$ cat src/sv/tcw_pkg.sv
// ----------------------------------------------------------------------------
// tcw_pkg
// shared types, constants and tables of the text console writer
// ----------------------------------------------------------------------------
package tcw_pkg;

	localparam int CELL_DEPTH   = 4096;
	localparam int TAB_WIDTH    = 8;
	localparam int MAX_COLS     = 80;
	localparam int MAX_ROWS     = 50;
	localparam int SCREEN_CELLS = MAX_COLS * MAX_ROWS;
	localparam int CELL_AW      = $clog2(CELL_DEPTH);
	localparam int IDX_W        = $clog2(((CELL_DEPTH > SCREEN_CELLS) ?
		CELL_DEPTH : SCREEN_CELLS) + 1);

	localparam int COL_W  = 7;
	localparam int ROW_W  = 6;
	localparam int CHR_W  = 8;
	localparam int ATTR_W = 8;
	localparam int CELL_W = 16;
	localparam int RADR_W = 12;
	localparam int LOC_W  = 12;
	localparam int KIND_W = 2;

	localparam int NUM_REGS = 3;
	localparam int PADDR_W  = $clog2(NUM_REGS * 4);
	localparam int PDATA_W  = 32;
	localparam int REG_IW   = PADDR_W - 2;

	localparam int QUEUE_DEPTH = 2;
	localparam int QUEUE_AW    = $clog2(QUEUE_DEPTH);
	localparam int QUEUE_CW    = $clog2(QUEUE_DEPTH + 1);

	localparam logic [CELL_W-1:0] BLANK_CELL = 16'h0F20;

	localparam logic [ATTR_W-1:0] RST_COLOR = 8'd15;
	localparam logic [COL_W-1:0]  RST_COLS  = 7'd80;
	localparam logic [ROW_W-1:0]  RST_ROWS  = 6'd25;

	localparam logic [KIND_W-1:0] KIND_WRITE = 2'd0;
	localparam logic [KIND_W-1:0] KIND_CLEAR = 2'd1;
	localparam logic [KIND_W-1:0] KIND_READ  = 2'd2;

	localparam logic [CHR_W-1:0] CHR_BS  = 8'd8;
	localparam logic [CHR_W-1:0] CHR_TAB = 8'd9;
	localparam logic [CHR_W-1:0] CHR_NL  = 8'd10;
	localparam logic [CHR_W-1:0] CHR_CR  = 8'd13;

	localparam logic [REG_IW-1:0] REG_COLOR = 2'd0;
	localparam logic [REG_IW-1:0] REG_COLS  = 2'd1;
	localparam logic [REG_IW-1:0] REG_ROWS  = 2'd2;

	typedef enum logic [2:0] {
		OP_NOP,
		OP_BS,
		OP_CR,
		OP_NL,
		OP_TAB,
		OP_PUT,
		OP_CLEAR,
		OP_READ
	} op_t;

	typedef struct packed {
		op_t               op;
		logic [CHR_W-1:0]  chr;
		logic [RADR_W-1:0] addr;
		logic              eow;
	} req_t;

	typedef struct packed {
		logic [ATTR_W-1:0] color;
		logic [COL_W-1:0]  ncols;
		logic [ROW_W-1:0]  nrows;
	} cfg_t;

	typedef logic [(1 << COL_W)-1:0][COL_W-1:0] tab_tbl_t;

	// first tab stop at or after every column, capped at the widest line
	function automatic tab_tbl_t make_tab_table();
		tab_tbl_t tbl;
		int       t;
		for (int i = 0; i < (1 << COL_W); i++) begin
			t = ((i + TAB_WIDTH - 1) / TAB_WIDTH) * TAB_WIDTH;
			if (t > MAX_COLS) begin
				t = MAX_COLS;
			end
			tbl[i] = COL_W'(t);
		end
		return tbl;
	endfunction

	localparam tab_tbl_t TAB_STOP = make_tab_table();

endpackage

$ cat src/sv/tcw_front.sv
// ----------------------------------------------------------------------------
// tcw_front
// request intake: decodes each request into an operation and queues it
// ----------------------------------------------------------------------------
module tcw_front (
	input  logic                        clk,
	input  logic                        arst_n,
	input  logic                        in_valid,
	output logic                        in_ready,
	input  logic [tcw_pkg::KIND_W-1:0]  kind,
	input  logic [tcw_pkg::CHR_W-1:0]   char_code,
	input  logic [tcw_pkg::RADR_W-1:0]  read_address,
	input  logic                        end_of_write,
	input  logic                        init_done,
	output logic                        q_valid,
	output tcw_pkg::req_t               q_req,
	input  logic                        q_pop
);
	import tcw_pkg::*;

	req_t                req_d;
	req_t                fifo_q [QUEUE_DEPTH];
	logic [QUEUE_AW-1:0] wr_ptr_q;
	logic [QUEUE_AW-1:0] rd_ptr_q;
	logic [QUEUE_CW-1:0] cnt_q;
	logic                push;

	always_comb begin
		req_d.chr  = char_code;
		req_d.addr = read_address;
		req_d.eow  = end_of_write;
		unique case (kind)
			KIND_WRITE: begin
				unique case (char_code)
					CHR_BS:  req_d.op = OP_BS;
					CHR_TAB: req_d.op = OP_TAB;
					CHR_NL:  req_d.op = OP_NL;
					CHR_CR:  req_d.op = OP_CR;
					default: req_d.op = OP_PUT;
				endcase
			end
			KIND_CLEAR: req_d.op = OP_CLEAR;
			KIND_READ:  req_d.op = OP_READ;
			default:    req_d.op = OP_NOP;
		endcase
	end

	assign in_ready = init_done && (cnt_q != QUEUE_CW'(QUEUE_DEPTH));
	assign push     = in_valid && in_ready;
	assign q_valid  = (cnt_q != '0);
	assign q_req    = fifo_q[rd_ptr_q];

	always_ff @(posedge clk) begin
		if (push) begin
			fifo_q[wr_ptr_q] <= req_d;
		end
	end

	always_ff @(posedge clk or negedge arst_n) begin
		if (!arst_n) begin
			wr_ptr_q <= '0;
			rd_ptr_q <= '0;
			cnt_q    <= '0;
		end else begin
			if (push) begin
				wr_ptr_q <= wr_ptr_q + QUEUE_AW'(1);
			end
			if (q_pop) begin
				rd_ptr_q <= rd_ptr_q + QUEUE_AW'(1);
			end
			priority if (push && !q_pop) begin
				cnt_q <= cnt_q + QUEUE_CW'(1);
			end else if (q_pop && !push) begin
				cnt_q <= cnt_q - QUEUE_CW'(1);
			end
		end
	end

endmodule

$ cat config.mk
export PLATFORM = sky130hd
export DESIGN_NAME = tcw_front
export DESIGN_NICKNAME = d
export VERILOG_FILES = /design/src/sv/tcw_pkg.sv /design/src/sv/tcw_front.sv
export SDC_FILE = /design/constraint.sdc
export NUM_CORES = 1
export LEC_CHECK = 0
export BUFFER_PORTS_ARGS = -buffer_cell sky130_fd_sc_hd__buf_2
export CAP_MARGIN = 20
export CELL_PAD_IN_SITES_DETAIL_PLACEMENT = 0
export CELL_PAD_IN_SITES_GLOBAL_PLACEMENT = 2
export CORE_MARGIN = 10
export CORE_UTILIZATION = 34
export CTS_CLUSTER_DIAMETER = 50
export DETAILED_ROUTE_END_ITERATION = 7
export GPL_TIMING_DRIVEN = 0
export HOLD_SLACK_MARGIN = 0.08
export PLACE_DENSITY_LB_ADDON = 0.1
export SLEW_MARGIN = 20
export SYNTH_ARGS = -nofsm -noshare
export SYNTH_HDL_FRONTEND = slang
export SYNTH_SLANG_ARGS = --single-unit
$ cat constraint.sdc
create_clock -name clk -period 2.08 [get_ports clk]
set_input_delay 0 -clock clk [delete_from_list [all_inputs] [get_ports clk]]
set_output_delay 0 -clock clk [all_outputs]
set_load 0.005 [all_outputs]
# Yosys cells after proc, flatten, opt, wreduce, memory -nomap -nowiden
# Memories as Yosys holds them, arrays and structs flattened.
# Index checks and enable logic that the tools add are counted.
[op_classes]
bitwise = 0
div = 0
n_mul = 0
addsub = 4
muxes = 6
n_eq_ne = 7
shift = 0
order_cmp = 0
reduce_logical = 9
[ops]
columns = ["operator", "n"]
rows = [
  ["8-bit by 4-bit == test with 1-bit output (second input constant)", 4],
  ["3-bit case mux with 4 select lines", 1],
  ["3-bit case mux with 3 select lines", 1],
  ["1-bit logical AND", 4],
  ["2-bit 2-to-1 mux", 2],
  ["2-bit nonzero test", 2],
  ["1-bit adder (second input constant)", 2],
  ["2-bit by 1-bit adder with 2-bit output (second input constant)", 1],
  ["2-bit by 1-bit == test with 1-bit output (second input constant)", 1],
  ["2-bit == test (second input constant)", 1],
  ["1-bit logical NOT", 2],
  ["2-bit logical NOT", 1],
  ["1-bit 2-to-1 mux", 2],
  ["2-bit inequality test (second input constant)", 1],
  ["2-bit by 1-bit subtractor with 2-bit output (second input constant)", 1],
]
[word_totals]
output_inout_bits = 26
mem_count = 1
reg_bits = 4
mem_bits_rw = 48
mem_bits_ro = 0
latch_bits = 0
in_bits = 28
wordCells = 30
[mem_list]
columns = ["name", "words", "word_bits", "read_ports", "rd_clocked_by_memory_dff", "wr", "line", "rtl"]
rows = [
  ["fifo_q", 2, 24, 1, 0, 1, "tcw_front.sv:22", "req_t fifo_q [QUEUE_DEPTH];"],
]

# Longest topological paths before layout
# Gate-level depths: netlist (run 1).
[depth]
depth_word = 7
depth_mapped = 7
depth_no_buf = 7

# Worst setup path after synthesis (run 1)
# Ideal clock, no wire load.
[synth_timing]
kind = "register -> register"
start = "reg cnt_q[1]"
end = "mem fifo_q[0][0] in the netlist's numbering, enable pin"
path_slack_ns = 0.036
stages_incl_launch_ff = 4
period_less_slack_ns = 2.044
arrival_ns = 1.639
t_required_ns = 1.675
setup_ns = 0.405
n_path_buf = 0
path_cell_list = "dfrtp_1 inv_1 o211ai_2 nor2_1"
[synth_via]
elab_chain_cells = 5
[synth_lines]
columns = ["item", "line", "rtl"]
rows = [
  ["start: declaration", "tcw_front.sv:25", "logic [QUEUE_CW-1:0] cnt_q;"],
  ["start signal: assignment", "tcw_front.sv:72", "cnt_q <= cnt_q + QUEUE_CW'(1);"],
  ["start signal: assignment", "tcw_front.sv:74", "cnt_q <= cnt_q - QUEUE_CW'(1);"],
  ["2-bit inequality test", "tcw_front.sv:48", "assign in_ready = init_done && (cnt_q != QUEUE_CW'(QUEUE_DEPTH));"],
  ["1-bit logical AND", "tcw_front.sv:48", ""],
  ["1-bit logical AND", "tcw_front.sv:49", "assign push = in_valid && in_ready;"],
  ["1-bit 2-to-1 mux", "tcw_front.sv:54", "if (push) begin"],
  ["1-bit 2-to-1 mux (not written as such)", "tcw_front.sv:55", "fifo_q[wr_ptr_q] <= req_d;"],
  ["end: declaration", "tcw_front.sv:22", ""],
]
# No other way between the ends.

# Worst setup path in the final report (run 1)
[layout_timing]
start = "reg cnt_q[0]"
end = "mem fifo_q[1][5] in the netlist's numbering, enable pin"
# The elaborated chain is that of the path after synthesis.

==> metrics.txt, run 1 <==
Congestion Overflow GR=0; Die Ht=100 microns; synthesized area=2170 sq um; Die Footprint=9990 sq um; syn avg cell area=19.4 sq um; final setup vio count=0; critical path arrival=1600 ps; cts hold-fix bufs=27; vias in the first global route=1,390; Peak VDD IR=0.531 mV; RSZ-0062 raised after global routing=false; Initial Utilization=34.6%; slowest stage delay, CP=600 ps; first-pass GRT wire length=6510 microns; Core Region=6280 sq um; Max FO, Critical Path=24; Max-Slew Margin vs Limit=49.6%; synth warn=0; Routed Antenna Nets=0; Clock transition at path regs=90 ps; wire per inst=14.9 microns; post-route setup TNS=0 ps; initial antenna violation count=0; final net count=230; GR Util met2=14.9%; Setup Skew=8.28 ps; MaxCap Viol Count=0; Skew-Pair Late Insertion Delay=290 ps; Final min period=1670 ps; main area contributors after synthesis=edfxtp_1, mux2_4, dfrtp_1; fraction of final layout cells sized beyond drive strength 1=45.0%; Port-buffer cells=53; layout overhead on the synthesized area=33.2%; Tcrit/Tclk final=80.3%; clk sinks=52; met3 Resource Use GR=3.71%; Reg2Reg Setup Slack=410 ps; share of the synthesized area in the top cell type=66.3%; Fin Hold WS=165 ps; Req. time, crit path=2010 ps; I/O pin total=54; ys async rst share=7.69%; CP Launch Type=register; # Post-CTS Setup Buffers=0; drt total wl=4140 microns; routed vias/inst=4.39; PD cells=1020 nW/um^2; Pins Over Slew Limit=0; # diodes=0; Seq/Total Area, Yosys=70.9%; final-report hold violation count=0; Die Wd=100 microns; largest net degree at the start of global routing=25; Post-synth EDFFs=48; Slew @ Worst Pin=754 ps; Max Clk Rate=599 MHz; cell taking the most area after synthesis=edfxtp_1; CTS tree=done; Pleak=1.17 nW; Hold WC Path Type=input port to register; Critical Path End Type=register; via count=1,215; post-CTS resize count=0; DRC Markers=0; WS Path Type=register to register; Inserted Clock Buffers=5; Final GP Congestion=0.702; Synth Net Count=143; Cell Chain, Critical Path=inv_1, a21boi_2, and3_2; layer carrying the most global-route usage=met2; run status=finished, final reports clean; row count=29; Max Buffers Root-to-Sink=2; fin util=46.1%; Root Buffer=clkbuf_8; Synth Instances=112; Synth Flop Type=edfxtp_1; count leader, synth=edfxtp_1; placed wire-length estimate=2960 microns; GR Layer Usage met1=8.27%; H-tree depth=2; FF+latch count, synth=52; CP max-delay cell=and3_2; DRT Pass-1 Iters=4; Synth cell types=24; Post-synth top cells=edfxtp_1, mux2_4, inv_1; All-Layer GR Usage=8.36%; DR iter-0 viols=16
worst max-delay path: cells and delay by family (launching register included):
family	cells	cell delay (ps)
AO/OA/AOI/OAI	1	150
buffers and inverters	1	100
flip-flops	1	450
AND/OR/NAND/NOR	1	600
power by group:
group | switching [mW] | internal (mW)
registers | 0.0651 | 1.32
logic | 0.437 | 0.602
clock network | 0.295 | 0.235
sequential cells by signal, summed over array words and instances, names as in the netlist:
signal,cells
cnt_q,2
fifo_q,48
rd_ptr_q,1
wr_ptr_q,1
layout by cell type (no fill, tap or decap):
cell type / netlist / final
nand2_1: 2 / 2
clkinv_1: 0 / 1
nor2_4: 0 / 1
buf_12: 2 / 2
edfxtp_1: 48 / 48
a41oi_1: 1 / 1
nor2_1: 3 / 2
ha_1: 3 / 3
inv_1: 7 / 7
nor3b_2: 1 / 1
o2111ai_1: 1 / 1
dlygate4sd3_1: 0 / 27
nor3b_1: 1 / 1
buf_6: 1 / 1
and3b_1: 1 / 1
o21bai_1: 2 / 2
xor2_1: 2 / 2
and3_2: 0 / 1
o22ai_1: 1 / 1
a21oi_1: 1 / 1
clkbuf_8: 0 / 5
clkbuf_1: 0 / 2
mux2_2: 5 / 5
a21boi_2: 1 / 1
buf_2: 0 / 53
mux2_4: 19 / 19
o211ai_2: 1 / 1
xnor2_1: 3 / 3
dfrtp_1: 4 / 4
and4b_1: 1 / 1
kinds of logic after synthesis:
kind of cell    after synthesis  share of synthesized area (%)
compound gates                8                           3.11
xor+xnor                      5                           2.02
fa+ha+maj                     3                           1.73
buf+inv                      10                           3.57
flops                        52                           70.9
mux                          24                           15.7
simple gates                 10                           2.94
path summary, 6_finish.rpt:
path | start | depth (start not counted) | end
worst max register to register | cnt_q[0]$_DFFE_PN0P_ | 3 | fifo_q[1][5]$_DFFE_PP_
worst min-delay path | kind[1] | 4 | fifo_q[0][21]$_DFFE_PP_
worst max-delay path | cnt_q[0]$_DFFE_PN0P_ | 3 | fifo_q[1][5]$_DFFE_PP_
min in group asynchronous | arst_n | 3 | cnt_q[1]$_DFFE_PN0P_
max in group asynchronous | arst_n | 3 | wr_ptr_q$_DFFE_PN0N_
worst min register to register | wr_ptr_q$_DFFE_PN0N_ | 1 | wr_ptr_q$_DFFE_PN0N_
metal layers:
metal / part of all wire [%] / vias to the layer above
li1: - / 595
met2: 53 / 34
met1: 38 / 579
met4: 1.5 / 0
met3: 7.5 / 7
met5: 0 / -
cell type report:
class,count,area (sq um)
clock buffers,7,76.3
flip-flops and latches,52,1540
plain buffers,3,51.3
inverters,7,26.3
well taps,77,96.3
clock inverters,1,3.75
fillers,575,3380
repair buffers,80,536
multi-input cells,50,563
through the flow:
stage	cells	cell area, sq um	power (mW)	setup WS, ps
5_1_grt	277	2890	3.13	310
4_1_cts	277	2890	3.01	371
2_1_floorplan	112	2170	2.09	36.1
3_3_place_gp	242	2530	2.41	-578
6_report	277	2890	2.95	411
3_5_place_dp	242	2540	2.44	364
Note: power is estimated with default switching activity, not from simulation.
==> inputs of run 2 (changes only) <==
- CORE_UTILIZATION: 34 -> 38
- clock period: 2.08 -> 1.6 ns (I/O delays scaled with it)
==> run 2 against run 1 <==
Compared with the run above: core utilization is 7.0 points higher; highest routed layer unchanged; sequential cell count stayed put; clock-buffer cell count is 1 lower; final cell count is 1.4% lower; maximum frequency is 9.7% higher; via count is 2.0% higher; design area is 1.6% higher; critical path type unchanged; sequential power is 33% higher; register-to-register slack worse by 330 ps.
==> metrics.txt, run 2 (synthesized netlist as in run 1, its figures left out) <==
run status=finished, final reports clean (unchanged); WS Path Type=register to register (unchanged); P_sw=1.10 mW (was 0.797 mW); Max FO, Critical Path=4 (was 24); register with the most flip-flops=fifo_q (unchanged); Clk network pwr share=21.2% (was 17.9%); Storage cell area=1540 sq um (about the same); Hold Path Origin=init_done (was kind[1]); Final GP Congestion=0.748 (was 0.702); MaxCap Viol Count=0 (unchanged); Inserted Clock Buffers=5 (unchanged); # Post-CTS Setup Buffers=0 (unchanged); Setup Skew=3.20 ps (was 8.28 ps); final setup vio count=0 (unchanged); Pins Over Slew Limit=0 (unchanged); reg2reg path depth=6 (was 3); worst r2r src=cnt_q[0]$_DFFE_PN0P_ (unchanged); critical path arrival=1750 ps (was 1600 ps); sequential power share=44.9% (was 46.9%); multi-input logic area=598 sq um (was 563 sq um); All-Layer GR Usage=9.62% (was 8.36%); DR iter-0 viols=91 (was 16); final-report hold violation count=0 (unchanged); post-route insts no fill=273 (was 277); Peak VDD IR=0.793 mV (was 0.531 mV); worst hold path cell count=3 (was 4); Max-Slew Margin vs Limit=72.1% (was 49.6%); Place WS=-74.3 ps (was 364 ps); Max Clk Rate=657 MHz (was 599 MHz); initial antenna violation count=0 (unchanged); CP max-delay cell=dfrtp_2 (was and3_2); Congestion Overflow GR=0 (unchanged); via count=1,239 (was 1,215); DRC Markers=0 (unchanged); Die Footprint=9140 sq um (was 9990 sq um); H-tree depth=2 (unchanged); Placed Area=2540 sq um (about the same); Die Wd=95.6 microns (was 100 microns); post-route setup TNS=0 ps (unchanged); Root Buffer=clkbuf_8 (unchanged); slowest stage delay, CP=460 ps (was 600 ps); vias in the first global route=1,372 (was 1,390); Core Region=5540 sq um (was 6280 sq um); r2r endpoint=cnt_q[1]$_DFFE_PN0P_ (was fifo_q[1][5]$_DFFE_PP_); Reg2Reg Setup Slack=80 ps (was 410 ps); Max Buffers Root-to-Sink=2 (unchanged); Skew-Pair Late Insertion Delay=300 ps (was 290 ps); RSZ-0062 raised after global routing=false (unchanged); Clock transition at path regs=80 ps (was 90 ps); Tcrit/Tclk final=95.1% (was 80.3%); row count=27 (was 29); Port-buffer cells=53 (unchanged); post-layout instance area=2940 sq um (was 2890 sq um); Sw Ratio=26.9% (was 27.0%); DRT Pass-1 Iters=4 (unchanged); final worst slack=78.7 ps (was 411 ps); routed vias/inst=4.54 (was 4.39); CP Launch Type=register (unchanged); Pleak=1.19 nW (was 1.17 nW); Regs by FF count=fifo_q (48), cnt_q (2) (unchanged); placed wire-length estimate=2970 microns (was 2960 microns); most frequent cells in the layout=buf_2, edfxtp_1, dlygate4sd3_1 (unchanged); internal power=2.97 mW (was 2.16 mW); # diodes=0 (unchanged); most common cell after layout, fill and taps aside=buf_2 (unchanged); layout overhead on the synthesized area=35.3% (was 33.2%); wire per inst=15.9 microns (was 14.9 microns); Initial Utilization=39.2% (was 34.6%); drt total wl=4350 microns (was 4140 microns); Req. time, crit path=1830 ps (was 2010 ps); PD cells=1380 nW/um^2 (was 1020 nW/um^2); I/O pin total=54 (unchanged); largest net degree at the start of global routing=25 (unchanged); Routed Antenna Nets=0 (unchanged); Comb power frac=33.9% (was 35.2%); clk sinks=52 (unchanged); CTS tree=done (unchanged); Fin Hold WS=93.4 ps (was 165 ps); final net count=231 (was 230); Die Ht=95.6 microns (was 100 microns); fraction of final layout cells sized beyond drive strength 1=47.8% (was 45.0%); Cells after DPL=237 (was 242); Final min period=1520 ps (was 1670 ps); Hold EP=wr_ptr_q$_DFFE_PN0N_ (was fifo_q[0][21]$_DFFE_PP_); Slew @ Worst Pin=417 ps (was 754 ps); first-pass GRT wire length=6750 microns (was 6510 microns); Critical Path End Type=register (unchanged); Filler cells=487 (was 575); Cell Chain, Critical Path=o211ai_4, inv_1, ha_1, xor2_1, nor2_1, xnor2_1 (was inv_1, a21boi_2, and3_2); Hold WC Path Type=input port to register (unchanged); max reg flops=48 (unchanged)
-- run 2: area by class of cell --
| class | count | share of cell area (%) |
|---|---|---|
| timing repair buffer | 79 | 17.9 |
| inverter | 7 | 0.893 |
| clock buffer | 6 | 2.47 |
| sequential | 52 | 52.4 |
| multi-input combinational | 52 | 20.3 |
| tap | 72 | 3.06 |
| clock inverter | 2 | 1.19 |
| buffer | 3 | 1.74 |
-- run 2: stage by stage --
step           total power [mW]  util, %
6_report                   4.07     53.1
5_1_grt                    4.31     53.1
4_1_cts                    4.12     52.9
3_5_place_dp               3.17     45.8
3_3_place_gp               3.13     45.8
2_1_floorplan              2.72        -
-- run 2: power by group through the flow --
stage          Clock (mW)  Sequential, mW  Combinational (mW)
2_1_floorplan           0            1.81               0.914
3_3_place_gp            0            1.82                1.31
3_5_place_dp            0            1.84                1.33
4_1_cts             0.884            1.82                1.41
5_1_grt             0.956            1.85                1.51
6_report            0.862            1.83                1.38
-- run 2: metal layers --
| metal | global-route usage, % | part of all wire (%) |
|---|---|---|
| met1 | 10.5 | 40 |
| met2 | 16.6 | 51 |
| met3 | 3.85 | 7.0 |
| met4 | 3.32 | 1.2 |
| met5 | 0 | 0 |
-- run 2: worst max path at each step --
stage / from / to / slack (ps) / cells after the start
global route: cnt_q[0]$_DFFE_PN0P_ / cnt_q[1]$_DFFE_PN0P_ / 7 / 6
detailed placement: cnt_q[0]$_DFFE_PN0P_ / fifo_q[1][8]$_DFFE_PP_ / -70 / 3
finish: cnt_q[0]$_DFFE_PN0P_ / cnt_q[1]$_DFFE_PN0P_ / 80 / 6
floorplan: cnt_q[0]$_DFFE_PN0P_ / fifo_q[1][0]$_DFFE_PP_ / 150 / 3
global placement: cnt_q[1]$_DFFE_PN0P_ / fifo_q[0][8]$_DFFE_PP_ / -40 / 3
CTS: cnt_q[1]$_DFFE_PN0P_ / cnt_q[1]$_DFFE_PN0P_ / 50 / 7
-- run 2: critical path, delay by kind of cell, from the launching register on --
kind	cells	cell delay, ps
fa+ha+maj	1	200
flops	1	460
simple gates	1	120
buf+inv	1	80
compound gates	1	330
xor+xnor	2	270
-- run 2: timing repair --
item,4_1_cts,5_1_grt
hold endpoints to repair,50,0
hold buffers,26,0
gates resized for setup,3,3
endpoints found under the setup margin,48,25
cloned,1,1
pin swaps,0,2
